**src/sv/b64d_pkg.sv**
```systemverilog
// Shared types, constants and the character decode function of the base64 stream decoder.
// Used by every module of the decoder; depends on nothing else.
package b64d_pkg;

  // Queue depth between the character front end and the byte back end.
  localparam int QUEUE_DEPTH = 2;

  // ASCII codes that bound the ranges of the alphabet.
  localparam logic [7:0] CODE_UPPER_A = 8'h41;
  localparam logic [7:0] CODE_UPPER_Z = 8'h5A;
  localparam logic [7:0] CODE_LOWER_A = 8'h61;
  localparam logic [7:0] CODE_LOWER_Z = 8'h7A;
  localparam logic [7:0] CODE_DIGIT_0 = 8'h30;
  localparam logic [7:0] CODE_DIGIT_9 = 8'h39;
  localparam logic [7:0] CODE_PLUS    = 8'h2B;
  localparam logic [7:0] CODE_SLASH   = 8'h2F;
  localparam logic [7:0] CODE_PAD     = 8'h3D;

  // Offsets that turn a code into its sextet value within each range.
  localparam logic [7:0] LOWER_OFFSET = 8'd71;  // 'a' - 26
  localparam logic [7:0] DIGIT_OFFSET = 8'd4;   // 52 - '0'
  localparam logic [5:0] PLUS_VALUE   = 6'd62;
  localparam logic [5:0] SLASH_VALUE  = 6'd63;

  typedef enum logic [1:0] {
    CHAR_DATA,
    CHAR_PAD,
    CHAR_BAD
  } char_kind_t;

  typedef struct packed {
    char_kind_t  kind;
    logic [5:0]  value;
  } sextet_t;

  // One closed group, as handed from the front end to the back end.
  typedef struct packed {
    logic [23:0] word;      // three decoded bytes, most significant first
    logic [1:0]  nbytes;    // bytes to emit; zero means the empty end marker
    logic        last;      // group ends the stream
    logic        bad;       // group held a character outside the alphabet
  } group_t;

  function automatic sextet_t map_char(input logic [7:0] c);
    sextet_t r;
    r.kind  = CHAR_BAD;
    r.value = '0;
    if (c >= CODE_UPPER_A && c <= CODE_UPPER_Z) begin
      r.kind  = CHAR_DATA;
      r.value = 6'(c - CODE_UPPER_A);
    end else if (c >= CODE_LOWER_A && c <= CODE_LOWER_Z) begin
      r.kind  = CHAR_DATA;
      r.value = 6'(c - LOWER_OFFSET);
    end else if (c >= CODE_DIGIT_0 && c <= CODE_DIGIT_9) begin
      r.kind  = CHAR_DATA;
      r.value = 6'(c + DIGIT_OFFSET);
    end else if (c == CODE_PLUS) begin
      r.kind  = CHAR_DATA;
      r.value = PLUS_VALUE;
    end else if (c == CODE_SLASH) begin
      r.kind  = CHAR_DATA;
      r.value = SLASH_VALUE;
    end else if (c == CODE_PAD) begin
      r.kind  = CHAR_PAD;
    end
    return r;
  endfunction

endpackage

```
**src/sv/b64d_front.sv**
```systemverilog
// Front end of the base64 stream decoder: accepts characters, classifies them and
// gathers each group of four; closed groups go to the queue. Depends on b64d_pkg.
module b64d_front (
  input  logic             clk,
  input  logic             rst_n,
  input  logic             in_valid,
  output logic             in_ready,
  input  logic [7:0]       in_ascii_char,
  input  logic             in_last_char,
  input  logic             q_ready,
  output logic             q_push,
  output b64d_pkg::group_t q_rec
);
  import b64d_pkg::*;

  logic [17:0] acc_r, acc_nxt, acc_upd;
  logic [1:0]  pos_r, pos_nxt;
  logic [2:0]  cnt_r, cnt_nxt, cnt_upd, cnt_less;
  logic        err_r, err_nxt, err_upd;
  sextet_t     sx;
  logic [5:0]  val;
  logic        accept;
  logic        closes;
  logic [1:0]  nbytes;

  assign in_ready = q_ready;
  assign accept   = in_valid && in_ready;

  always_comb begin
    sx      = map_char(in_ascii_char);
    val     = (sx.kind == CHAR_DATA) ? sx.value : 6'd0;
    cnt_upd = cnt_r + ((sx.kind != CHAR_PAD) ? 3'd1 : 3'd0);
    err_upd = err_r || (sx.kind == CHAR_BAD);
    acc_upd = acc_r;
    case (pos_r)
      2'd0:    acc_upd[17:12] = acc_r[17:12] | val;
      2'd1:    acc_upd[11:6]  = acc_r[11:6]  | val;
      2'd2:    acc_upd[5:0]   = acc_r[5:0]   | val;
      default: acc_upd        = acc_r;
    endcase
    closes   = (pos_r == 2'd3) || in_last_char;
    cnt_less = (cnt_upd == 3'd0) ? 3'd0 : 3'(cnt_upd - 3'd1);
    nbytes   = (cnt_less > 3'd3) ? 2'd3 : cnt_less[1:0];
  end

  always_comb begin
    q_rec.word   = {acc_upd, (pos_r == 2'd3) ? val : 6'd0};
    q_rec.nbytes = nbytes;
    q_rec.last   = in_last_char;
    q_rec.bad    = err_upd;
    // A group that yields nothing and does not end the stream leaves no trace.
    q_push       = accept && closes && ((nbytes != 2'd0) || in_last_char);
  end

  always_comb begin
    acc_nxt = acc_r;
    pos_nxt = pos_r;
    cnt_nxt = cnt_r;
    err_nxt = err_r;
    if (accept) begin
      if (closes) begin
        acc_nxt = '0;
        pos_nxt = '0;
        cnt_nxt = '0;
        err_nxt = 1'b0;
      end else begin
        acc_nxt = acc_upd;
        pos_nxt = 2'(pos_r + 2'd1);
        cnt_nxt = cnt_upd;
        err_nxt = err_upd;
      end
    end
  end

  always_ff @(posedge clk) begin
    if (!rst_n) begin
      acc_r <= '0;
      pos_r <= '0;
      cnt_r <= '0;
      err_r <= 1'b0;
    end else begin
      acc_r <= acc_nxt;
      pos_r <= pos_nxt;
      cnt_r <= cnt_nxt;
      err_r <= err_nxt;
    end
  end

  // The count of real characters can never run ahead of the position in the group.
  a_cnt_bound: assert property (@(posedge clk) disable iff (!rst_n)
    cnt_r <= {1'b0, pos_r})
    else $error("front: real character count exceeds group position");

  // A closing character always returns the group state to zero.
  a_close_clears: assert property (@(posedge clk) disable iff (!rst_n)
    (accept && closes) |=> (pos_r == 2'd0 && cnt_r == 3'd0 && !err_r && acc_r == 18'd0))
    else $error("front: group state not cleared after close");

  // Nothing is pushed unless a character was accepted.
  a_push_accept: assert property (@(posedge clk) disable iff (!rst_n)
    q_push |-> accept)
    else $error("front: push without an accepted character");

endmodule

```
**src/sv/b64d_queue.sv**
```systemverilog
// Short queue of closed groups between the front end and the back end of the decoder.
// Depends on b64d_pkg for the group record type.
module b64d_queue #(
  parameter int DEPTH = b64d_pkg::QUEUE_DEPTH
) (
  input  logic             clk,
  input  logic             rst_n,
  input  logic             push,
  input  b64d_pkg::group_t push_rec,
  output logic             not_full,
  output logic             head_valid,
  output b64d_pkg::group_t head_rec,
  input  logic             pop
);
  import b64d_pkg::*;

  localparam int PTR_W = (DEPTH > 1) ? $clog2(DEPTH) : 1;
  localparam int CNT_W = $clog2(DEPTH + 1);
  localparam logic [PTR_W-1:0] PTR_LAST = PTR_W'(DEPTH - 1);
  localparam logic [CNT_W-1:0] CNT_FULL = CNT_W'(DEPTH);

  group_t           slots_r [DEPTH];
  logic [PTR_W-1:0] wr_ptr_r, wr_ptr_nxt;
  logic [PTR_W-1:0] rd_ptr_r, rd_ptr_nxt;
  logic [CNT_W-1:0] count_r, count_nxt;
  logic             do_push, do_pop;

  assign not_full   = (count_r != CNT_FULL);
  assign head_valid = (count_r != '0);
  assign head_rec   = slots_r[rd_ptr_r];
  assign do_push    = push && not_full;
  assign do_pop     = pop && head_valid;

  always_comb begin
    wr_ptr_nxt = wr_ptr_r;
    rd_ptr_nxt = rd_ptr_r;
    count_nxt  = count_r;
    if (do_push) begin
      wr_ptr_nxt = (wr_ptr_r == PTR_LAST) ? '0 : PTR_W'(wr_ptr_r + 1'b1);
    end
    if (do_pop) begin
      rd_ptr_nxt = (rd_ptr_r == PTR_LAST) ? '0 : PTR_W'(rd_ptr_r + 1'b1);
    end
    if (do_push && !do_pop) begin
      count_nxt = CNT_W'(count_r + 1'b1);
    end else if (do_pop && !do_push) begin
      count_nxt = CNT_W'(count_r - 1'b1);
    end
  end

  always_ff @(posedge clk) begin
    if (do_push) begin
      slots_r[wr_ptr_r] <= push_rec;
    end
  end

  always_ff @(posedge clk) begin
    if (!rst_n) begin
      wr_ptr_r <= '0;
      rd_ptr_r <= '0;
      count_r  <= '0;
    end else begin
      wr_ptr_r <= wr_ptr_nxt;
      rd_ptr_r <= rd_ptr_nxt;
      count_r  <= count_nxt;
    end
  end

  a_count_bound: assert property (@(posedge clk) disable iff (!rst_n)
    count_r <= CNT_FULL)
    else $error("queue: occupancy above depth");

  a_push_full: assert property (@(posedge clk) disable iff (!rst_n)
    push |-> not_full)
    else $error("queue: push into a full queue");

  a_pop_empty: assert property (@(posedge clk) disable iff (!rst_n)
    pop |-> head_valid)
    else $error("queue: pop from an empty queue");

endmodule

```
**src/sv/b64d_back.sv**
```systemverilog
// Back end of the base64 stream decoder: unpacks each queued group into byte beats
// and holds them in the output register. Depends on b64d_pkg.
module b64d_back (
  input  logic             clk,
  input  logic             rst_n,
  input  logic             head_valid,
  input  b64d_pkg::group_t head_rec,
  output logic             pop,
  output logic             out_valid,
  input  logic             out_ready,
  output logic [7:0]       out_byte,
  output logic             out_has_byte,
  output logic             out_last_byte,
  output logic             out_bad_char
);
  import b64d_pkg::*;

  logic [1:0] idx_r, idx_nxt;
  logic       valid_r, valid_nxt;
  logic [7:0] byte_r, byte_nxt;
  logic       has_r, has_nxt;
  logic       last_r, last_nxt;
  logic       bad_r, bad_nxt;
  logic       load;
  logic       final_beat;
  logic [7:0] sel_byte;

  assign load = head_valid && (!valid_r || out_ready);

  always_comb begin
    final_beat = (head_rec.nbytes == 2'd0) || (idx_r == 2'(head_rec.nbytes - 2'd1));
    case (idx_r)
      2'd0:    sel_byte = head_rec.word[23:16];
      2'd1:    sel_byte = head_rec.word[15:8];
      default: sel_byte = head_rec.word[7:0];
    endcase
    pop = load && final_beat;
  end

  always_comb begin
    idx_nxt   = idx_r;
    valid_nxt = valid_r && !out_ready;
    byte_nxt  = byte_r;
    has_nxt   = has_r;
    last_nxt  = last_r;
    bad_nxt   = bad_r;
    if (load) begin
      valid_nxt = 1'b1;
      has_nxt   = (head_rec.nbytes != 2'd0);
      byte_nxt  = has_nxt ? sel_byte : 8'd0;
      last_nxt  = head_rec.last && final_beat;
      bad_nxt   = head_rec.bad;
      idx_nxt   = final_beat ? 2'd0 : 2'(idx_r + 2'd1);
    end
  end

  always_ff @(posedge clk) begin
    if (!rst_n) begin
      idx_r   <= '0;
      valid_r <= 1'b0;
    end else begin
      idx_r   <= idx_nxt;
      valid_r <= valid_nxt;
    end
  end

  always_ff @(posedge clk) begin
    byte_r <= byte_nxt;
    has_r  <= has_nxt;
    last_r <= last_nxt;
    bad_r  <= bad_nxt;
  end

  assign out_valid     = valid_r;
  assign out_byte      = byte_r;
  assign out_has_byte  = has_r;
  assign out_last_byte = last_r;
  assign out_bad_char  = bad_r;

  a_idx_range: assert property (@(posedge clk) disable iff (!rst_n)
    idx_r != 2'd3)
    else $error("back: byte index out of range");

  a_idx_step: assert property (@(posedge clk) disable iff (!rst_n)
    (load && !final_beat) |=> (idx_r == 2'($past(idx_r) + 2'd1)))
    else $error("back: byte index did not advance");

  a_marker_last: assert property (@(posedge clk) disable iff (!rst_n)
    (valid_r && !has_r) |-> last_r)
    else $error("back: empty beat that does not end the stream");

endmodule

```
**src/sv/base64_stream_decoder.sv**
```systemverilog
// Top level of the streaming base64 decoder: front end, group queue and back end.
// Depends on b64d_pkg, b64d_front, b64d_queue and b64d_back.
module base64_stream_decoder #(
  parameter int QUEUE_DEPTH = b64d_pkg::QUEUE_DEPTH
) (
  input  logic       clk,
  input  logic       rst_n,
  input  logic       in_valid,
  output logic       in_ready,
  input  logic [7:0] in_ascii_char,
  input  logic       in_last_char,
  output logic       out_valid,
  input  logic       out_ready,
  output logic [7:0] out_byte,
  output logic       out_has_byte,
  output logic       out_last_byte,
  output logic       out_bad_char
);
  // The decoder takes one character of standard base64 text per input beat and
  // returns decoded bytes one per output beat. Characters are gathered in groups
  // of four; a group closes on its fourth character or on a character marked
  // last, and then gives one byte fewer than it held non-padding characters,
  // most significant first. Padding counts as zero and is not counted. A
  // character outside the alphabet is decoded as zero and raises bad_char on
  // every beat of its group. When the stream ends on a group that yields no
  // byte, a single beat with has_byte low and last_byte high marks the end.
  // Input beats are taken at one per cycle while the group queue has room; the
  // output register emits at most one byte beat per cycle, so the sustained
  // rate is set by the input side: a full group of four characters produces three
  // beats, so the back end keeps pace with input at one character per cycle. Each
  // closed group is first written into the queue and then loaded into the output
  // register. The queue (QUEUE_DEPTH groups) lets the character side carry on
  // while the receiver stalls, and in_ready falls only when it is full.
  import b64d_pkg::*;

  logic   q_push;
  logic   q_not_full;
  logic   q_head_valid;
  logic   q_pop;
  group_t q_push_rec;
  group_t q_head_rec;

  b64d_front u_front (
    .clk           (clk),
    .rst_n         (rst_n),
    .in_valid      (in_valid),
    .in_ready      (in_ready),
    .in_ascii_char (in_ascii_char),
    .in_last_char  (in_last_char),
    .q_ready       (q_not_full),
    .q_push        (q_push),
    .q_rec         (q_push_rec)
  );

  b64d_queue #(
    .DEPTH (QUEUE_DEPTH)
  ) u_queue (
    .clk        (clk),
    .rst_n      (rst_n),
    .push       (q_push),
    .push_rec   (q_push_rec),
    .not_full   (q_not_full),
    .head_valid (q_head_valid),
    .head_rec   (q_head_rec),
    .pop        (q_pop)
  );

  b64d_back u_back (
    .clk           (clk),
    .rst_n         (rst_n),
    .head_valid    (q_head_valid),
    .head_rec      (q_head_rec),
    .pop           (q_pop),
    .out_valid     (out_valid),
    .out_ready     (out_ready),
    .out_byte      (out_byte),
    .out_has_byte  (out_has_byte),
    .out_last_byte (out_last_byte),
    .out_bad_char  (out_bad_char)
  );

endmodule
```
**config.mk**
```make
export PLATFORM = sky130hd
export DESIGN_NAME = base64_stream_decoder
export DESIGN_NICKNAME = d
export VERILOG_FILES = /design/src/sv/b64d_pkg.sv /design/src/sv/b64d_front.sv /design/src/sv/b64d_queue.sv /design/src/sv/b64d_back.sv /design/src/sv/base64_stream_decoder.sv
export SDC_FILE = /design/constraint.sdc
export NUM_CORES = 1
export LEC_CHECK = 0
export BUFFER_PORTS_ARGS = -buffer_cell sky130_fd_sc_hd__buf_2
export CORE_MARGIN = 8
export CORE_UTILIZATION = 40
export CTS_CLUSTER_DIAMETER = 100
export CTS_CLUSTER_SIZE = 28
export DETAILED_ROUTE_END_ITERATION = 6
export PLACE_DENSITY = 0.67
export SYNTH_ARGS = -nofsm -noshare
export SYNTH_HDL_FRONTEND = slang
export SYNTH_SLANG_ARGS = --single-unit
export TNS_END_PERCENT = 5
```
**constraint.sdc**
```tcl
create_clock -name clk -period 10 [get_ports clk]
set_input_delay 0.5 -clock clk [delete_from_list [all_inputs] [get_ports clk]]
set_output_delay 0.5 -clock clk [all_outputs]
set_load 0.02 [all_outputs]
```
==> results by group, run 1 <==
Timing
  – Final setup viols: 0
  – Final period demand of the worst path: approximately 3.6 ns
  – Max Clock Skew: between 0.006 and 0.007 ns
  – Max Fclk: 279.2 MHz
  – Final Hold Slack: roughly 0.39 ns
  – Count of pins over their slew limit: 0
  – Transition time at the pin with the least slew margin: around 1.1 ns
  – Final Hold Viols: 0
  – Post-route clock period utilization: between 30% and 40%
  – Fin Setup TNS: 0 ns
  – Relative slew margins: 27.16%
  – RSZ-0062 raised after global routing: no

Floorplan
  – Total I/O pin count: 26
  – Die height: ~120 um
  – Number of standard-cell rows in the floorplan: 38
  – Die width: ~120 um
  – Std-Cell Core Area: between 10000 and 15000 um2
  – Die footprint: 14690 um2
  – Starting density of the core: around 41%

Logic synthesis
  – Area share of xor/xnor cells in the synthesized design: under 10%
  – Count of state elements after synthesis: 99
  – Largest family of logic cells by synthesized area: compound AO/OA/AOI/OAI gates
  – Sequential share of the synthesized area: approximately 60%
  – Number of enable-type register cells in the synthesized netlist: between 60 and 70
  – Synth unique cells: 53
  – Post-synthesis cell type with the largest combined area: sky130_fd_sc_hd__edfxtp_1
  – Synthesized area per cell: around 12 um2
  – Syn Nets: 387
  – Number of instances in the synthesized netlist: 355
  – Post-synthesis mux area share: between 1 and 1.5%
  – Share of async-settable or async-resettable flops after synthesis: 0%
  – Share of the synthesized area in the top cell type: 45.45%
  – Dominant synthesized flop cell: sky130_fd_sc_hd__edfxtp_1
  – Post-synthesis adder-cell area fraction: roughly 5.4%
  – YS warnings: 0
  – Synth Area in Compound Gates: 18.97%
  – Syn Std Cell Area: roughly 4400 um2
  – Share of synthesized cell area in and, or, nand and nor gates: a little over 9%
  – Top cells by area in the synthesized netlist: sky130_fd_sc_hd__edfxtp_1 45%, sky130_fd_sc_hd__dfxtp_1 14%, sky130_fd_sc_hd__ha_1 5.4%

Placed design
  – Estimated wirelength of the detail-placed design: between 5000 and 6000 um
  – GP Congestion: about 0.9
  – Number of instances in the placed design: 506
  – Area after DPL: about 4700 um2
  – Number of input and output port buffers inserted: 25

Worst setup path
  – Data arrival time of the worst path: about 3.9 ns
  – R2R setup slack: between 7 and 8 ns
  – Crit end category: flip-flop
  – Required time reported for the critical path endpoint: between 10 and 15 ns
  – Worst-path fanout max: 10
  – Worst Setup Path Type: in2reg
  – Destination of the worst register-to-register timing path: u_queue.count_r[1]
  – R2R depth: 8
  – Type of element launching the critical path: primary input

Layout
  – Fraction of final layout cells sized beyond drive strength 1: between 10% and 20%
  – Number of standard cells in the final layout excluding fillers: around 520
  – Leading cell types in the layout, fill and taps excluded: 67 x sky130_fd_sc_hd__edfxtp_1, 32 x sky130_fd_sc_hd__dfxtp_1, 27 x sky130_fd_sc_hd__nand2_1, 25 x sky130_fd_sc_hd__buf_2, 21 x sky130_fd_sc_hd__a22o_1
  – Count of antenna diodes in the layout: 0
  – Final instance area: between 4000 and 5000 um2
  – Most common cell after layout, fill and taps aside: sky130_fd_sc_hd__edfxtp_1
  – Nets: slightly above 400
  – # fillers: roughly 1000
  – Area growth from synthesis to layout: 9.808%
  – Fin util: 44.84%

Power
  – Worst IR Drop VDD: 0.1053 mV
  – Pwr Density: ~240 nW/um2
  – Static leakage: 1.868 nW

Clock tree
  – Number of buffers inserted to repair setup after CTS: 0
  – Insertion delay to the later sink of the worst-skew pair: roughly 0.36 ns
  – Number of clock sinks: 99
  – CTS Hold Bufs: 0
  – CTS Buf Count: 9
  – Post-cts resize count: 0
  – Clock Tree Buf Depth: 2
  – H-tree lvl count: 3
  – Clock slew at reported path FFs: 0.09 ns
  – CTS tree: yes
  – CTS Root Cell: sky130_fd_sc_hd__clkbuf_8

Drt
  – Wire length per cell after detailed routing: 16.12 um
  – Remaining routing DRC violations: 0
  – Post-route antenna net violation count: 0
  – Per-cell via count in the routed design: 5.343
  – Number of vias after detailed routing: roughly 2800
  – Detailed router's first-iteration violation count: around 170
  – Routed wire length: 8417 um
  – Number of detailed-route iterations in the first pass: 4

Global route
  – Pin count of the biggest net entering global routing: 29
  – Total global routing overflow: 0
  – Global Route Usage Sum: between 10% and 20%
  – Via count of the first global-routing pass: 2787
  – Global-route wire length before repair: about 14000 um
  – Number of antenna violations at the first check in global routing: 0

Min path
  – HP Start: in_last_char
  – Tightest Hold Check Type: in2reg
  – Hold endpoint: u_queue.slots_r[1][1]
  – Number of cells on the worst hold path: 1

Flow run
  – Max Cap Viol: 0

Run status
  – Result of the run: finished, final reports clean
[area by class of cell]
cell class / count / area [um2] / share of cell area, %
tap: 140 / 175.2 / 3.604
timing repair buffer: 27 / 140.1 / 2.883
inverter: 15 / 56.30 / 1.158
sequential: 99 / 2653 / 54.57
multi-input combinational: 225 / 1643 / 33.80
clock buffer: 10 / 127.6 / 2.625
clock inverter: 6 / 66.31 / 1.364
[worst max-delay path, cell delays in order]
cell	delay [ns]
sky130_fd_sc_hd__buf_2	0.13
sky130_fd_sc_hd__inv_1	0.18
sky130_fd_sc_hd__ha_1	0.26
sky130_fd_sc_hd__a21oi_1	0.08
sky130_fd_sc_hd__a311oi_1	0.29
sky130_fd_sc_hd__a311o_1	0.49
sky130_fd_sc_hd__nand3_1	0.15
sky130_fd_sc_hd__ha_1	0.21
sky130_fd_sc_hd__ha_1	0.20
sky130_fd_sc_hd__xnor2_1	0.20
sky130_fd_sc_hd__a21boi_0	0.12
sky130_fd_sc_hd__o21ba_2	0.24
sky130_fd_sc_hd__ha_1	0.31
sky130_fd_sc_hd__or3_1	0.37
sky130_fd_sc_hd__a21oi_1	0.13
[cells by family (layout without fill, tap and decap cells)]
kind of cell	after synthesis	after routing
xor gates and xnor gates	12	12
AOI/OAI and AO/OA	112	112
and+or+nand+nor	77	77
buffers and inverters	31	58
DFF	99	99
muxes	5	5
adders and majority gates	19	19
[Yosys cell counts, drive strengths merged (9+ instances only)]
cell type  count
a22o          21
dfxtp         32
a21o          18
edfxtp        67
a21oi         12
nor2          14
ha            19
and2           9
inv           14
buf            9
a22oi          9
o21ai         18
nand2         27
a311oi         9
[power breakdown]
group,internal [mW],switching (mW)
logic,0.126,0.215
registers,0.520,0.0336
clock network,0.116,0.136
total,0.762,0.385
[metal layers]
layer / global-route usage [%] / routed length (um)
met4: 5.860 / 174
met1: 15.11 / 3888
met5: 0 / 0
met2: 19.93 / 4037
met3: 2.187 / 317
[state kept, by name (all words and copies together), names as in the netlist, 2 cells and up, named ones only]
name / count
u_back.idx_r: 2
u_back.out_byte: 8
u_front.acc_r: 18
u_front.cnt_r: 3
u_front.pos_r: 2
u_queue.count_r: 2
u_queue.slots_r: 56
[worst max-delay path by stage]
| stage | endpoint | slack (ns) | start |
|---|---|---|---|
| global route | u_queue.count_r[1] | 6.12 | in_ascii_char[2] |
| floorplan | u_queue.slots_r[0][0] | 5.86 | in_ascii_char[2] |
| finish | u_queue.count_r[1] | 6.42 | in_ascii_char[2] |
| global placement | u_queue.count_r[1] | 6.19 | in_ascii_char[2] |
| detailed placement | u_queue.count_r[1] | 6.03 | in_ascii_char[2] |
| CTS | u_queue.count_r[1] | 6.41 | in_ascii_char[2] |
[per-stage QoR]
step | power, mW | setup slack (ns)
finish | 1.147 | 6.418
global placement | 0.9021 | 6.187
detailed placement | 0.9123 | 6.031
global route | 1.223 | 6.121
floorplan | 0.8189 | 5.860
CTS | 1.160 | 6.409
(Power assumes the default switching activity.)
==> run 2, diff against run 1 <==
- clock period: 10 -> 3.6 ns (I/O delays scaled with it)
==> run 2 against run 1 <==
Against the previous run: wire length is essentially flat; sequential power rose to 2.7 times the previous value; critical path type unchanged; sequential cell count did not move.
==> results by group, run 2 (synthesized netlist as in run 1, its figures left out) <==
Worst setup path
  – Data arrival time of the worst path: 3.29 ns (-0.58 ns)
  – Slowest cell on the critical path: sky130_fd_sc_hd__or3_1
  – CP cell instances: buf_2, inv_1, ha_1, nor2b_1, o21ai_2, a21oi_2, nand3_1, ha_1, ha_1, xnor2_1, a21boi_0, o21ba_2, ha_1, or3_1, a21oi_1
  – Required time reported for the critical path endpoint: 3.90 ns (-6.39 ns)
  – Type of element launching the critical path: primary input
  – Stage delay of the slowest cell on the critical path: 0.37 ns (-0.12 ns)
  – Top cell by count, worst path: sky130_fd_sc_hd__ha_1
  – Worst-path fanout max: 7 (-3)
  – Worst Setup Path Type: in2reg
  – Crit end category: flip-flop

Global route
  – Via count of the first global-routing pass: 2864 (+2.8%)
  – Number of antenna violations at the first check in global routing: 0 (unchanged)
  – Global Route Usage Sum: 12.24% (+0.11 points)
  – Pin count of the biggest net entering global routing: 29 (unchanged)
  – Global-route wire length before repair: 14130 um (+0.25%)
  – Total global routing overflow: 0 (unchanged)

Clock tree
  – CTS Hold Bufs: 0 (unchanged)
  – Clock Tree Buf Depth: 2 (unchanged)
  – CTS tree: yes
  – Number of buffers inserted to repair setup after CTS: 0 (unchanged)
  – Number of clock sinks: 99 (unchanged)
  – CTS Root Cell: sky130_fd_sc_hd__clkbuf_8
  – Insertion delay to the later sink of the worst-skew pair: 0.38 ns (+0.02 ns)
  – Post-cts resize count: 0 (unchanged)
  – H-tree lvl count: 3 (unchanged)
  – Clock slew at reported path FFs: 0.09 ns (about the same)
  – CTS Buf Count: 9 (unchanged)

Layout
  – # fillers: 986 (-0.50%)
  – Area growth from synthesis to layout: 12.46%
  – Count of antenna diodes in the layout: 0 (unchanged)
  – Largest register FFs: 56 (unchanged)
  – Register ranked first by flip-flop count: u_queue.slots_r
  – Nets: 414 (+1.2%)
  – Leading cell types in the layout, fill and taps excluded: 67 x sky130_fd_sc_hd__edfxtp_1, 32 x sky130_fd_sc_hd__dfxtp_1, 27 x sky130_fd_sc_hd__nand2_1, 25 x sky130_fd_sc_hd__buf_2, 21 x sky130_fd_sc_hd__a22o_1
  – Final instance area: 4979 um2 (+2.4%)
  – Most common cell after layout, fill and taps aside: sky130_fd_sc_hd__edfxtp_1
  – Fraction of final layout cells sized beyond drive strength 1: 16.28% (+1.1 points)

Drt
  – Met2 Routed Length: 3958 um (-2.0%)
  – Number of vias after detailed routing: 2778 (-0.39%)
  – Remaining routing DRC violations: 0 (unchanged)
  – Per-cell via count in the routed design: 5.271 (-1.3%)
  – Detailed router's first-iteration violation count: 222 (+28%)
  – Routed wire length: 8413 um (about the same)
  – Post-route antenna net violation count: 0 (unchanged)
  – Met3 Routed Length: 314 um (-0.95%)
  – Top routing layer in use: met4
  – Number of detailed-route iterations in the first pass: 4 (unchanged)
  – Wire length per cell after detailed routing: 15.96 um (-1.0%)
  – Met1 wire length: 3950 um (+1.6%)

Timing
  – Fin Setup TNS: 0 ns (unchanged)
  – Final setup viols: 0 (unchanged)
  – Post-route clock period utilization: 83.09%
  – Worst setup slack after layout: 0.6088 ns (-5.810 ns)
  – Transition time at the pin with the least slew margin: 0.7025 ns (-0.3861 ns)
  – RSZ-0062 raised after global routing: no
  – Count of pins over their slew limit: 0 (unchanged)
  – Max Clock Skew: 0.01036 ns (+0.003498 ns)
  – Relative slew margins: 53.17% (+26 points)
  – Final period demand of the worst path: between 2 and 3 ns
  – Max Fclk: around 330 MHz
  – Final Hold Viols: 0 (unchanged)

Placed design
  – Area after DPL: 4730 um2 (+1.3%)
  – Estimated wirelength of the detail-placed design: 5969 um (-0.38%)
  – Number of input and output port buffers inserted: 25 (unchanged)
  – GP Congestion: 0.8600 (-2.2%)
  – Pre-CTS WS: 0.2573 ns (-5.774 ns)

Flow run
  – Max Cap Viol: 0 (unchanged)

Run status
  – Result of the run: finished, final reports clean

Power
  – Static leakage: 1.934 nW (+3.6%)
  – Worst IR Drop VDD: 0.2583 mV (+150%)
  – Pwr Density: 681.4 nW/um2 (+190%)

Floorplan
  – Std-Cell Core Area: 10840 um2 (unchanged)
  – Die footprint: 14690 um2 (unchanged)
  – Die height: 121.2 um (unchanged)
  – Number of standard-cell rows in the floorplan: 38 (unchanged)
  – Starting density of the core: 40.84% (unchanged)
  – Die width: 121.2 um (unchanged)
  – Total I/O pin count: 26 (unchanged)

Min path
  – Tightest Hold Check Type: in2reg
-- run 2: cell types whose count changed in the layout (fill, tap and decap cells not counted), sizes merged --
cell and change:
buf +5, clkinvlp -3, bufinv +2, inv +1
-- run 2: final cells by class --
cell class	instances	area [um2]	area share, %
tap	140	175.2	3.518
sequential	99	2653	53.28
timing repair buffer	32	202.7	4.071
multi-input combinational	225	1643	33.00
clock buffer	10	137.6	2.765
clock inverter	6	111.4	2.237
inverter	15	56.30	1.131
-- run 2: routing by layer --
metal | vias to the layer above | global-route usage [%]
met4 | 0 | 6.245
met2 | 46 | 19.69
met1 | 1335 | 15.23
met3 | 12 | 2.606
li1 | 1385 | -
met5 | - | 0
-- run 2: power by group --
part           total [mW]  switching [mW]  internal [mW]
Sequential           1.51          0.0687           1.44
Combinational        1.02           0.640          0.381
Clock               0.859           0.377          0.482
-- run 2: worst max-delay path: cells and delay by family --
kind / cells / cell delay [ns]
AOI/OAI and AO/OA: 5 / 0.89
buffers and inverters: 2 / 0.32
xor gates and xnor gates: 1 / 0.21
adders and majority gates: 4 / 0.97
and+or+nand+nor: 3 / 0.71
-- run 2: final timing paths --
kind	cells after the start	end	from	slack [ns]
worst max-delay path	15	u_queue.count_r[1]	in_ascii_char[2]	0.61
worst min-delay path	1	u_queue.slots_r[1][1]	in_last_char	0.06
worst max register to register	7	u_queue.count_r[1]	flip-flop	0.96
worst min register to register	2	u_front.err_r	u_front.err_r	0.45
-- run 2: stage by stage --
stage	cells	hold slack, ns	utilization [%]	total power, mW
global route	527	0.05784	45.93	3.596
floorplan	355	0.2789	-	2.275
finish	527	0.05796	45.93	3.392
global placement	511	0.4263	43.63	2.548
CTS	527	0.04360	45.93	3.436
detailed placement	511	0.4333	43.63	2.575
==> run 3, diff against run 2 <==
- ABC_AREA: not set -> 1
- clock period: 3.6 -> 3.1 ns (I/O delays scaled with it)
==> run 3 against run 2 <==
Against the previous run: global-route usage is 0.36 points higher; power is 17% higher; sequential power rose by 15%; clock skew shrank 0.0047 ns; register-to-register slack worse by 0.22 ns; sequential cell count did not move; synthesized cell count grew 38%; combinational power grew 4%; critical path type unchanged.
==> results by group, run 3 <==
Layout
  – Leading cell types in the layout, fill and taps excluded: 67 x sky130_fd_sc_hd__nand2_1, 67 x sky130_fd_sc_hd__edfxtp_1, 53 x sky130_fd_sc_hd__inv_1, 45 x sky130_fd_sc_hd__o21ai_0, 38 x sky130_fd_sc_hd__nor2_1
  – # fillers: 1085 (+10%)
  – Largest register FFs: 56 (unchanged)
  – Register ranked first by flip-flop count: u_queue.slots_r
  – Fraction of final layout cells sized beyond drive strength 1: 19.50% (+3.2 points)
  – Footprint of the multi-input gates: 1943 um2 (+18%)
  – Final instance area: 5524 um2 (+11%)
  – Count of antenna diodes in the layout: 0 (unchanged)
  – Area of all sequential standard cells: 2653 um2 (unchanged)
  – Number of standard cells in the final layout excluding fillers: 670 (+27%)
  – Nets: 550 (+33%)
  – Area growth from synthesis to layout: 12.57% (about the same)

Logic synthesis
  – Count of state elements after synthesis: 99 (unchanged)
  – Sequential share of the synthesized area: 54.05% (-5.9 points)
  – Number of enable-type register cells in the synthesized netlist: 67 (unchanged)
  – Top cells by area in the synthesized netlist: sky130_fd_sc_hd__edfxtp_1 41%, sky130_fd_sc_hd__dfxtp_1 13%, sky130_fd_sc_hd__nand2_1 5.1%
  – Synthesized area per cell: 10.04 um2 (-20%)
  – Share of the synthesized area in the top cell type: 41.00% (-4.4 points)
  – Number of instances in the synthesized netlist: 489 (+38%)
  – Share of async-settable or async-resettable flops after synthesis: 0% (unchanged)
  – Dominant synthesized flop cell: sky130_fd_sc_hd__edfxtp_1
  – Synth unique cells: 36 (-32%)
  – YS warnings: 0 (unchanged)
  – Syn Nets: 521 (+35%)
  – Most instantiated cells after synthesis: 67 x sky130_fd_sc_hd__edfxtp_1, 67 x sky130_fd_sc_hd__nand2_1, 53 x sky130_fd_sc_hd__inv_1, 45 x sky130_fd_sc_hd__o21ai_0, 40 x sky130_fd_sc_hd__nor2_1
  – Syn Std Cell Area: 4907 um2 (+11%)
  – Post-synthesis cell type with the largest combined area: sky130_fd_sc_hd__edfxtp_1

Clock tree
  – CTS Hold Bufs: 0 (unchanged)
  – H-tree lvl count: 3 (unchanged)
  – CTS Root Cell: sky130_fd_sc_hd__clkbuf_16
  – CTS Buf Count: 9 (unchanged)
  – CTS tree: yes
  – Post-cts resize count: 0 (unchanged)
  – Clock Tree Buf Depth: 2 (unchanged)
  – Insertion delay to the later sink of the worst-skew pair: 0.34 ns (-0.04 ns)
  – Number of clock sinks: 99 (unchanged)
  – Clock slew at reported path FFs: 0.06 ns (-0.03 ns)
  – Number of buffers inserted to repair setup after CTS: 0 (unchanged)

Drt
  – Number of detailed-route iterations in the first pass: 5 (+1)
  – Post-route antenna net violation count: 0 (unchanged)
  – Wire length per cell after detailed routing: 14.38 um (-9.9%)
  – Detailed router's first-iteration violation count: 241 (+8.6%)
  – Per-cell via count in the routed design: 5.060 (-4.0%)
  – Routed wire length: 9635 um (+15%)
  – Number of vias after detailed routing: 3390 (+22%)
  – Remaining routing DRC violations: 0 (unchanged)

Power
  – Worst IR Drop VDD: 0.3187 mV (+23%)
  – Static leakage: 2.224 nW (+15%)
  – Pwr Density: 717.3 nW/um2 (+5.3%)
  – Power Total: 3.962 mW (+17%)

Floorplan
  – Starting density of the core: 40.85% (about the same)
  – Std-Cell Core Area: 12010 um2 (+11%)
  – Die height: 126.8 um (+4.6%)
  – Die footprint: 16070 um2 (+9.4%)
  – Total I/O pin count: 26 (unchanged)
  – Die width: 126.8 um (+4.6%)
  – Number of standard-cell rows in the floorplan: 40 (+5.3%)

Timing
  – Fin Setup TNS: 0 ns (unchanged)
  – Transition time at the pin with the least slew margin: 0.5365 ns (-0.1660 ns)
  – Final Hold Viols: 0 (unchanged)
  – Count of pins over their slew limit: 0 (unchanged)
  – Max Clock Skew: 0.005704 ns (-0.004653 ns)
  – Post-route clock period utilization: between 80% and 90%
  – Relative slew margins: 63.86% (+11 points)
  – Final setup viols: 0 (unchanged)
  – RSZ-0062 raised after global routing: no
  – Final period demand of the worst path: between 2 and 3 ns
  – Max Fclk: slightly below 400 MHz
  – Worst setup slack after layout: 0.5153 ns (-0.09348 ns)

Worst setup path
  – Worst Setup Path Type: in2reg
  – Type of element launching the critical path: primary input
  – Worst-path fanout max: 8 (+1)
  – Data arrival time of the worst path: 2.81 ns (-0.48 ns)
  – Required time reported for the critical path endpoint: 3.33 ns (-0.57 ns)
  – Crit end category: flip-flop

Global route
  – Via count of the first global-routing pass: 3286 (+15%)
  – Global Route Usage Sum: 12.59% (+0.36 points)
  – Number of antenna violations at the first check in global routing: 0 (unchanged)
  – Total global routing overflow: 0 (unchanged)
  – Pin count of the biggest net entering global routing: 29 (unchanged)
  – Global-route wire length before repair: 16330 um (+16%)

Placed design
  – Pre-CTS WS: 0.1424 ns (-0.1150 ns)
  – Area after DPL: 5215 um2 (+10%)
  – Estimated wirelength of the detail-placed design: 7037 um (+18%)
  – GP Congestion: 0.8318 (-3.3%)
  – Number of input and output port buffers inserted: 25 (unchanged)
  – Number of instances in the placed design: 654 (+28%)

Min path
  – Tightest Hold Check Type: in2reg

Run status
  – Result of the run: finished, final reports clean

Flow run
  – Max Cap Viol: 0 (unchanged)
run 3: cell count changes after synthesis, moves of 8 or more:
cell	delta
sky130_fd_sc_hd__nand2_1	+40
sky130_fd_sc_hd__a21oi_2	+13
sky130_fd_sc_hd__and2_1	-9
sky130_fd_sc_hd__o22ai_1	+8
sky130_fd_sc_hd__nand3_1	+26
sky130_fd_sc_hd__a21o_1	-16
sky130_fd_sc_hd__nand2_2	+10
sky130_fd_sc_hd__a22o_1	-21
sky130_fd_sc_hd__nand2_4	+11
sky130_fd_sc_hd__inv_1	+39
sky130_fd_sc_hd__o21ai_0	+32
sky130_fd_sc_hd__nor2_1	+27
sky130_fd_sc_hd__a311oi_1	-9
run 3: report_power, final:
part / switching (mW) / total [mW] / leakage [nW] / internal, mW
Sequential: 0.0661 / 1.74 / 0.888 / 1.67
Combinational: 0.724 / 1.06 / 1.18 / 0.339
Clock: 0.458 / 1.16 / 0.154 / 0.702
Total: 1.25 / 3.96 / 2.22 / 2.71
run 3: final timing paths:
kind                     from                     to  slack, ns  depth (start not counted)
min reg2reg  u_front.acc_r[4]       u_front.acc_r[4]       0.47                          2
min              in_last_char  u_queue.slots_r[0][1]       0.08                          1
max          in_ascii_char[0]     u_queue.count_r[1]       0.52                         18
max reg2reg         flip-flop     u_queue.count_r[1]       0.74                         11
run 3: kinds of logic after synthesis:
group,share of synthesized area [%]
compound gates,13.67
xor+xnor,2.320
fa+ha+maj,4.845
buf+inv,6.451
flops,54.05
mux,0.4080
simple gates,18.26
run 3: worst max-delay path, stage by stage:
cell                      delay [ns]
sky130_fd_sc_hd__buf_2          0.16
sky130_fd_sc_hd__inv_1          0.12
sky130_fd_sc_hd__ha_1           0.25
sky130_fd_sc_hd__inv_1          0.08
sky130_fd_sc_hd__nand2_1        0.05
sky130_fd_sc_hd__nand2_1        0.05
sky130_fd_sc_hd__nand2_1        0.09
sky130_fd_sc_hd__nand2_4        0.12
sky130_fd_sc_hd__nand4_1        0.11
sky130_fd_sc_hd__ha_1           0.21
sky130_fd_sc_hd__ha_1           0.18
sky130_fd_sc_hd__xnor2_1        0.29
sky130_fd_sc_hd__a31oi_2        0.17
sky130_fd_sc_hd__ha_1           0.33
sky130_fd_sc_hd__a21oi_1        0.11
sky130_fd_sc_hd__o21ai_0        0.11
sky130_fd_sc_hd__o21ai_0        0.16
sky130_fd_sc_hd__a21oi_1        0.05
run 3: per-stage QoR:
| step | util, % | hold WS [ns] |
|---|---|---|
| 6_report | 45.99 | 0.07566 |
| 3_5_place_dp | 43.42 | 0.4169 |
| 4_1_cts | 45.99 | 0.06006 |
| 5_1_grt | 45.99 | 0.06979 |
| 3_3_place_gp | 43.42 | 0.4109 |
| 2_1_floorplan | - | 0.2539 |
run 3: routing by layer:
metal  vias to the layer above  routed length [um]  track usage (%)
li1                       1729                   -                -
met3                        17                 473            2.681
met2                        83                4290            19.84
met1                      1561                4671            16.32
met4                         0                 201            5.598
met5                         -                   0                0
run 3: cell type report:
| cell class | count | share of cell area, % |
|---|---|---|
| flip-flops and latches | 99 | 48.02 |
| multi-input cells | 317 | 35.18 |
| inverters | 60 | 4.349 |
| clock buffers | 10 | 4.145 |
| repair buffers | 31 | 3.533 |
| well taps | 147 | 3.330 |
| clock inverters | 6 | 1.450 |
